**config.mk**
```make
export PLATFORM = sky130hd
export DESIGN_NAME = joint_homing_settle_supervisor
export DESIGN_NICKNAME = d
export VERILOG_FILES = /design/src/rtl/core/jhss_pkg.sv /design/src/rtl/core/joint_homing_settle_supervisor.sv /design/src/rtl/core/jhss_skid.sv
export SDC_FILE = /design/constraint.sdc
export NUM_CORES = 1
export LEC_CHECK = 0
export BUFFER_PORTS_ARGS = -buffer_cell sky130_fd_sc_hd__buf_2
export CELL_PAD_IN_SITES_DETAIL_PLACEMENT = 1
export CELL_PAD_IN_SITES_GLOBAL_PLACEMENT = 1
export CORE_MARGIN = 2
export CORE_UTILIZATION = 47
export CTS_CLUSTER_SIZE = 16
export DETAILED_ROUTE_END_ITERATION = 6
export GPL_ROUTABILITY_DRIVEN = 0
export PLACE_DENSITY_LB_ADDON = 0.1
export SYNTH_ARGS = -nofsm -noshare
export SYNTH_HDL_FRONTEND = slang
export SYNTH_SLANG_ARGS = --single-unit
export TNS_END_PERCENT = 5
```
**constraint.sdc**
```tcl
create_clock -name i_clk -period 15.27 [get_ports i_clk]
set_input_delay 0.7635 -clock i_clk [delete_from_list [all_inputs] [get_ports i_clk]]
set_output_delay 0.7635 -clock i_clk [all_outputs]
set_load 0.02 [all_outputs]
```
**src/rtl/core/jhss_pkg.sv**
```systemverilog
// Shared types and constants for the two-joint homing settle supervisor.
// No dependencies; every other file of the block but jhss_skid refers to this package.
`timescale 1ns / 1ps

package jhss_pkg;

    // Angles are signed Q4.12 radians.
    localparam int ANGLE_W = 16;
    localparam int STEP_W  = 12;
    localparam int COUNT_W = 16;
    localparam int CFG_IDX_W  = 8;
    localparam int CFG_DATA_W = 16;

    typedef enum logic [1:0] {
        CMD_TICK = 2'd0,
        CMD_LOAD = 2'd1,
        CMD_ARM  = 2'd2
    } t_cmd;

    localparam logic [CFG_IDX_W-1:0] REG_RAMP_STEP    = 8'd0;
    localparam logic [CFG_IDX_W-1:0] REG_CHANGE_TOL   = 8'd1;
    localparam logic [CFG_IDX_W-1:0] REG_ERROR_LIMIT  = 8'd2;
    localparam logic [CFG_IDX_W-1:0] REG_TICKS_NEEDED = 8'd3;

    localparam logic [STEP_W-1:0]  RAMP_STEP_RST    = 12'd41;
    localparam logic [STEP_W-1:0]  CHANGE_TOL_RST   = 12'd20;
    localparam logic [STEP_W-1:0]  ERROR_LIMIT_RST  = 12'd205;
    localparam logic [COUNT_W-1:0] TICKS_NEEDED_RST = 16'd50;

    typedef struct packed {
        logic [1:0]                 cmd;
        logic signed [ANGLE_W-1:0]  measured_a;
        logic signed [ANGLE_W-1:0]  measured_b;
        logic signed [ANGLE_W-1:0]  target_a;
        logic signed [ANGLE_W-1:0]  target_b;
    } t_in;

    typedef struct packed {
        logic signed [ANGLE_W-1:0]  setpoint_a;
        logic signed [ANGLE_W-1:0]  setpoint_b;
        logic                       homed_flag;
        logic                       gain_select;
        logic [COUNT_W-1:0]         stable_ticks;
    } t_out;

endpackage

```
**src/rtl/core/joint_homing_settle_supervisor.sv**
```systemverilog
// Each accepted item's result is registered into the output buffer.
// Throughput: one item per cycle while the input is not stalled; the state
// update is a single pass of subtract-and-compare logic that closes within the
// accepting clock edge. The output buffer holds two results; input stalls only
// when both are full. Reset (synchronous, active low) zeroes setpoints, errors,
// counter and flags, restores the register defaults and empties the buffer.
`timescale 1ns / 1ps

module joint_homing_settle_supervisor (
    input  logic                                i_clk,
    input  logic                                i_rst_n,
    // Item input channel.
    input  logic                                i_in_valid,
    output logic                                o_in_stall,
    input  jhss_pkg::t_in                       i_in_data,
    // Result output channel.
    output logic                                o_out_valid,
    input  logic                                i_out_stall,
    output jhss_pkg::t_out                      o_out_data,
    // Configuration write channel.
    input  logic                                i_cfg_valid,
    output logic                                o_cfg_ready,
    input  logic [jhss_pkg::CFG_IDX_W-1:0]      i_cfg_index,
    input  logic [jhss_pkg::CFG_DATA_W-1:0]     i_cfg_data
);

    localparam int W  = jhss_pkg::ANGLE_W;
    localparam int SW = jhss_pkg::STEP_W;
    localparam int CW = jhss_pkg::COUNT_W;

    // Moves a setpoint toward zero by one step and snaps it to zero once
    // it lies within the step. Work is done one bit wider so the negated
    // step and the comparisons cannot overflow.
    function automatic logic signed [W-1:0] f_ramp(
        input logic signed [W-1:0] sp,
        input logic signed [W:0]   st
    );
        logic signed [W:0] e;
        logic signed [W:0] r;
        e = (W+1)'(sp);
        if (e > st) begin
            r = e - st;
        end else if (e < -st) begin
            r = e + st;
        end else begin
            r = '0;
        end
        return r[W-1:0];
    endfunction

    // Absolute difference of two signed angles; it always fits in W bits.
    function automatic logic [W-1:0] f_abs_diff(
        input logic signed [W-1:0] a,
        input logic signed [W-1:0] b
    );
        logic signed [W:0] d;
        logic signed [W:0] m;
        d = (W+1)'(a) - (W+1)'(b);
        m = -d;
        return d[W] ? m[W-1:0] : d[W-1:0];
    endfunction

    function automatic logic [W-1:0] f_abs_udiff(
        input logic [W-1:0] a,
        input logic [W-1:0] b
    );
        return (a >= b) ? (a - b) : (b - a);
    endfunction

    // Configuration registers. Writes are taken in any cycle.
    logic [SW-1:0] r_ramp_step;
    logic [SW-1:0] r_change_tol;
    logic [SW-1:0] r_error_limit;
    logic [CW-1:0] r_ticks_needed;

    // Supervisor state.
    logic signed [W-1:0] r_sp_a, n_sp_a;
    logic signed [W-1:0] r_sp_b, n_sp_b;
    logic [W-1:0]        r_perr_a, n_perr_a;
    logic [W-1:0]        r_perr_b, n_perr_b;
    logic [CW-1:0]       r_count, n_count;
    logic                r_homed, n_homed;
    logic                r_gains_on, n_gains_on;

    // Tick datapath.
    logic signed [W:0]   step_s;
    logic signed [W-1:0] tick_sp_a, tick_sp_b;
    logic [W-1:0]        err_a, err_b;
    logic                is_stable;
    logic [CW-1:0]       tick_count;
    logic                reached;

    logic                accept;
    logic                buf_full;
    jhss_pkg::t_in       in_d;
    jhss_pkg::t_out      result;

    assign o_cfg_ready = 1'b1;
    assign o_in_stall  = buf_full;
    assign accept      = i_in_valid & ~buf_full;
    assign in_d        = i_in_data;

    always_ff @(posedge i_clk) begin
        if (!i_rst_n) begin
            r_ramp_step    <= jhss_pkg::RAMP_STEP_RST;
            r_change_tol   <= jhss_pkg::CHANGE_TOL_RST;
            r_error_limit  <= jhss_pkg::ERROR_LIMIT_RST;
            r_ticks_needed <= jhss_pkg::TICKS_NEEDED_RST;
        end else if (i_cfg_valid && o_cfg_ready) begin
            unique case (i_cfg_index)
                jhss_pkg::REG_RAMP_STEP:    r_ramp_step    <= i_cfg_data[SW-1:0];
                jhss_pkg::REG_CHANGE_TOL:   r_change_tol   <= i_cfg_data[SW-1:0];
                jhss_pkg::REG_ERROR_LIMIT:  r_error_limit  <= i_cfg_data[SW-1:0];
                jhss_pkg::REG_TICKS_NEEDED: r_ticks_needed <= i_cfg_data[CW-1:0];
                default: begin
                end
            endcase
        end
    end

    // A tick ramps both setpoints first and measures the errors against the
    // ramped values. The tick is stable only with both setpoints at zero,
    // both error changes under the tolerance and both errors under the limit.
    assign step_s    = signed'((W+1)'(r_ramp_step));
    assign tick_sp_a = f_ramp(r_sp_a, step_s);
    assign tick_sp_b = f_ramp(r_sp_b, step_s);
    assign err_a     = f_abs_diff(tick_sp_a, in_d.measured_a);
    assign err_b     = f_abs_diff(tick_sp_b, in_d.measured_b);

    assign is_stable = (tick_sp_a == '0) && (tick_sp_b == '0) &&
                       (f_abs_udiff(err_a, r_perr_a) < W'(r_change_tol)) &&
                       (f_abs_udiff(err_b, r_perr_b) < W'(r_change_tol)) &&
                       (err_a < W'(r_error_limit)) && (err_b < W'(r_error_limit));

    // The stable count saturates at its all-ones value and clears on any
    // unstable tick.
    assign tick_count = !is_stable ? '0 :
                        (&r_count) ? r_count : r_count + CW'(1);
    assign reached    = tick_count >= r_ticks_needed;

    always_comb begin
        n_sp_a     = r_sp_a;
        n_sp_b     = r_sp_b;
        n_perr_a   = r_perr_a;
        n_perr_b   = r_perr_b;
        n_count    = r_count;
        n_homed    = r_homed;
        n_gains_on = r_gains_on;
        if (accept) begin
            unique case (in_d.cmd)
                jhss_pkg::CMD_TICK: begin
                    n_sp_a     = tick_sp_a;
                    n_sp_b     = tick_sp_b;
                    n_perr_a   = err_a;
                    n_perr_b   = err_b;
                    n_count    = tick_count;
                    // Homing gains go on with every tick; reaching the count
                    // switches back to tracking gains. Homed stays set.
                    n_gains_on = ~reached;
                    n_homed    = r_homed | reached;
                end
                jhss_pkg::CMD_LOAD: begin
                    n_sp_a = in_d.target_a;
                    n_sp_b = in_d.target_b;
                end
                jhss_pkg::CMD_ARM: begin
                    n_perr_a = '0;
                    n_perr_b = '0;
                    n_homed  = 1'b0;
                end
                default: begin
                    // The unused command only reports the current state.
                end
            endcase
        end
    end

    always_ff @(posedge i_clk) begin
        if (!i_rst_n) begin
            r_sp_a     <= '0;
            r_sp_b     <= '0;
            r_perr_a   <= '0;
            r_perr_b   <= '0;
            r_count    <= '0;
            r_homed    <= 1'b0;
            r_gains_on <= 1'b0;
        end else begin
            r_sp_a     <= n_sp_a;
            r_sp_b     <= n_sp_b;
            r_perr_a   <= n_perr_a;
            r_perr_b   <= n_perr_b;
            r_count    <= n_count;
            r_homed    <= n_homed;
            r_gains_on <= n_gains_on;
        end
    end

    // Every item reports the state it leaves behind.
    always_comb begin
        result.setpoint_a   = n_sp_a;
        result.setpoint_b   = n_sp_b;
        result.homed_flag   = n_homed;
        result.gain_select  = n_gains_on;
        result.stable_ticks = n_count;
    end

    jhss_skid #(
        .DATA_W ($bits(jhss_pkg::t_out))
    ) u_out_buf (
        .i_clk   (i_clk),
        .i_rst_n (i_rst_n),
        .i_push  (accept),
        .i_data  (result),
        .o_full  (buf_full),
        .o_valid (o_out_valid),
        .i_stall (i_out_stall),
        .o_data  (o_out_data)
    );

endmodule

```
**src/rtl/core/jhss_skid.sv**
```systemverilog
// Two-entry output buffer: a main output register plus one skid register.
// Generic over the data width; used by the supervisor top level.
`timescale 1ns / 1ps

module jhss_skid #(
    parameter int DATA_W = 8
) (
    input  logic              i_clk,
    input  logic              i_rst_n,
    input  logic              i_push,
    input  logic [DATA_W-1:0] i_data,
    output logic              o_full,
    output logic              o_valid,
    input  logic              i_stall,
    output logic [DATA_W-1:0] o_data
);

    logic              r_main_valid, n_main_valid;
    logic              r_skid_valid, n_skid_valid;
    logic [DATA_W-1:0] r_main, n_main;
    logic [DATA_W-1:0] r_skid, n_skid;
    logic              pop;

    assign pop = r_main_valid & ~i_stall;

    always_comb begin
        n_main_valid = r_main_valid;
        n_skid_valid = r_skid_valid;
        n_main       = r_main;
        n_skid       = r_skid;
        if (pop) begin
            if (r_skid_valid) begin
                n_main       = r_skid;
                n_skid_valid = 1'b0;
                if (i_push) begin
                    n_skid       = i_data;
                    n_skid_valid = 1'b1;
                end
            end else begin
                n_main_valid = i_push;
                n_main       = i_data;
            end
        end else if (i_push) begin
            if (r_main_valid) begin
                n_skid       = i_data;
                n_skid_valid = 1'b1;
            end else begin
                n_main       = i_data;
                n_main_valid = 1'b1;
            end
        end
    end

    always_ff @(posedge i_clk) begin
        if (!i_rst_n) begin
            r_main_valid <= 1'b0;
            r_skid_valid <= 1'b0;
        end else begin
            r_main_valid <= n_main_valid;
            r_skid_valid <= n_skid_valid;
        end
        r_main <= n_main;
        r_skid <= n_skid;
    end

    assign o_full  = r_skid_valid;
    assign o_valid = r_main_valid;
    assign o_data  = r_main;

endmodule

```
==> results.cfg <==
[timing]
fmax_ghz = 0.06977
hold_viol = 0
fin_crit_sh_pct = 93.86
period_minus_slack_ps = 14330
setup_viol = 0
max_slew_margin_pct = 9.436
rsz0062_at_grt = false
worst_pin_slew_ps = 1358
slew_viol_final = 0
skew_ps = 22.03
whs_ps = 460.4
setup_tns_ps = 0
setup_ws_ps = 937.5

[cells_and_area]
nNetsFinal = 3022
final_cell_area_sq_um = 23610
area_growth_pct = 11.36
n_fill_cell = 5402
layout-drive-gt1-share_pct = 11.25

[critical_path]
critPathKind = register to register
worstPathArrival_ps = 14650
worstRegToRegCells = 54
crit_path_max_incr_delay_ps = 990
critPathLaunchType = register
critPathSlowestCell = o31ai_4
r2r_setup_slack_ps = 940
r2r_start = r_ramp_step[0]$_SDFFE_PN1P_
crit_top_cell = a21o_1
cp-end-kind = register
critPathBufInv = 1
r2r_end = u_out_buf.r_skid[17]$_DFFE_PP_
cp_max_fo = 16
cp_top_family = compound AO/OA/AOI/OAI gates
crit_required_ps = 15590

[routing]
vias = 20737
wl_per_cell_um = 24.47
drtAntennaViolNets = 0
viasPerCell = 6.292
drcViolationCount = 0
drtPass1Iterations = 5
drtIter0Drc = 1502
totalWireLength_um = 80660

[logic_synthesis]
synth.distinct_cells = 88
ys.flop_type = dfxtp_1
async_flop_share_pct = 0
ys_ff_latch = 236
synth-edff-count = 100
synthCells = 2585
syn_nets = 2926
netlist_area_sq_um = 21200
seq_area_frac_synth_pct = 27.01
avgSynthCellArea_sq_um = 8.201
yosysWarnings = 0

[placed_design]
dp_hpwl_um = 62910
pre_cts_ws_ps = 311.9
placement.io_buffers = 146
placedInstanceArea_sq_um = 22530

[min_path]
worstHoldPathType = input port to register
hold_path_depth = 3
min_to = r_ticks_needed[12]$_SDFFE_PN0P_
min_from = i_cfg_data[12]

[power_and_ir_drop]
peakVddDrop_v = 0.0002183
p_clk_share_pct = 12.7
intPower_mw = 2.685
power.leakage_nw = 10.57
swShare_pct = 51.60
p_sw_mw = 2.862
seqPwrFrac_pct = 13.2
power_frac_comb_pct = 74.1
p_per_area_nw_per_um2 = 234.9

[run]
max_cap_violations = 0

[floorplanning]
die_area_sq_um = 46820
initial_core_util_pct = 47.73
pin_count = 148
fp.dieW_um = 216.4
rows = 77
die_h_um = 216.4
core_area_sq_um = 44410

[clock_network]
numCtsBuffers = 28
path_clk_slew_ps = 60
insertion_delay_ps = 590
root_buffer = clkbuf_16
cts-hold-fix-buffers = 0
cts.path.max_buffers = 3
cts_htree_levels = 1
cts_tree = done
cts.sinks = 236

[grt]
grt_max_degree = 82
grt_first_pass_wirelength_um = 123300
grtUsageTotal_pct = 33.64
grt_pass1_vias = 20796
grt-ovfl-total = 0
antenna_found_initial = 4

[run_status]
status = complete, no violations
[worst max-delay path by stage]
stage	from	end	slack, ps	cells past startpoint
final	r_ramp_step[0]$_SDFFE_PN1P_	u_out_buf.r_skid[17]$_DFFE_PP_	940	54
after global routing	r_ramp_step[5]$_SDFFE_PN1P_	u_out_buf.r_skid[17]$_DFFE_PP_	1	54
after CTS	r_ramp_step[1]$_SDFFE_PN0P_	u_out_buf.r_skid[17]$_DFFE_PP_	230	59
after detailed placement	r_ramp_step[1]$_SDFFE_PN0P_	u_out_buf.r_skid[17]$_DFFE_PP_	310	59
after global placement	r_ramp_step[1]$_SDFFE_PN0P_	u_out_buf.r_skid[17]$_DFFE_PP_	800	57
after floorplan	r_ramp_step[1]$_SDFFE_PN0P_	u_out_buf.r_skid[17]$_DFFE_PP_	2220	61
[worst reg2reg max path, delay by kind of cell, from the launching register on]
kind	cells	cell delay [ps]
mux	2	730
buf+inv	1	100
simple gates	18	3720
compound gates	24	6020
flops	1	390
xor+xnor	3	1020
fa+ha+maj	6	2100
[cell families after synthesis]
group	Yosys count	synth area share, %
flops	236	27.01
simple gates	891	21.28
buf+inv	323	5.843
mux	82	3.936
other cells	1	0.01769
fa+ha+maj	246	14.87
xor+xnor	119	5.111
compound gates	687	21.94
[stage by stage]
step           total power, mW  cells  util, %
6_report                 5.547   3296    53.16
5_1_grt                  5.966   3296    53.16
4_1_cts                  5.424   3291    52.86
3_5_place_dp             4.683   3239    50.73
3_3_place_gp             4.539   3239    50.73
2_1_floorplan            3.508   2585        -
[metal layers]
metal / routed length (um) / GRT usage [%] / part of all wire [%]
met4: 2909 / 11.74 / 3.6
met1: 35840 / 46.10 / 44
met3: 6095 / 5.095 / 7.6
met2: 35820 / 53.92 / 44
met5: 0 / 0 / 0
[power by group through the flow]
stage	combinational, mW	clock [mW]	sequential (mW)
2_1_floorplan	2.75	0	0.755
6_report	4.11	0.703	0.735
4_1_cts	3.98	0.714	0.733
3_3_place_gp	3.80	0	0.744
5_1_grt	4.49	0.735	0.737
3_5_place_dp	3.94	0	0.746
[area by class of cell]
type	count	area, sq um	share of cell area, %
multi-input combinational	2026	14400	61.00
sequential	236	5725	24.25
timing repair buffer	185	1026	4.346
inverter	204	765.7	3.243
clock buffer	32	747.0	3.164
tap	592	740.7	3.137
clock inverter	20	198.9	0.8427
antenna	1	2.502	0.01060
[Yosys cell counts, types with 18 or more instances]
master    number  area [sq um]
a211oi_1      23         172.7
a21boi_0      19         142.6
a21o_1        62         465.5
a21oi_1      174         870.8
a221o_1       18         180.2
a221oi_1      18         157.7
a22oi_1       33         247.7
a31oi_1       36         225.2
and2_1        59         369.1
and3_1        34         212.7
clkbuf_1     102         382.9
dfxtp_1      136          2723
edfxtp_1     100          3003
ha_1         236          2953
inv_1        204         765.7
mux2i_1       71         710.7
nand2_1      180         675.7
nand2b_1      31         193.9
nand3_1       57         285.3
nand4_1       28         175.2
nor2_1       239         897.1
nor2b_1       98         613.1
nor3_1        57         285.3
nor4_1        22         137.6
o211ai_1      38         285.3
o21a_1        21         157.7
o21ai_0       95         475.5
o22ai_1       20         125.1
o31ai_1       18         135.1
or3_1         18         112.6
xnor2_1       67         586.8
xor2_1        49         429.2
[sequential cells by signal, summed over array words and instances (netlist names)]
signal             cells
u_out_buf.o_data      50
r_gains_on             1
r_homed                1
r_sp_b                16
r_error_limit         12
u_out_buf.o_full       1
r_perr_b              16
r_ramp_step           12
r_sp_a                16
u_out_buf.o_valid      1
r_ticks_needed        16
r_change_tol          12
u_out_buf.r_skid      50
r_count               16
r_perr_a              16
[layout by cell type (no fill, tap or decap), types with 71 or more instances in the layout]
cell	count
edfxtp_1	100
inv_1	204
nand2_1	179
ha_1	235
nor2b_1	98
o21ai_0	93
a21oi_1	172
dfxtp_1	136
nor2_1	233
mux2i_1	71
buf_2	145
[what timing repair did]
item / in CTS / in global routing
resized for setup: 0 / 23
setup endpoints to repair: 0 / 6
buffers inserted: 0 / 4
Power figures use the tool's default switching activity.
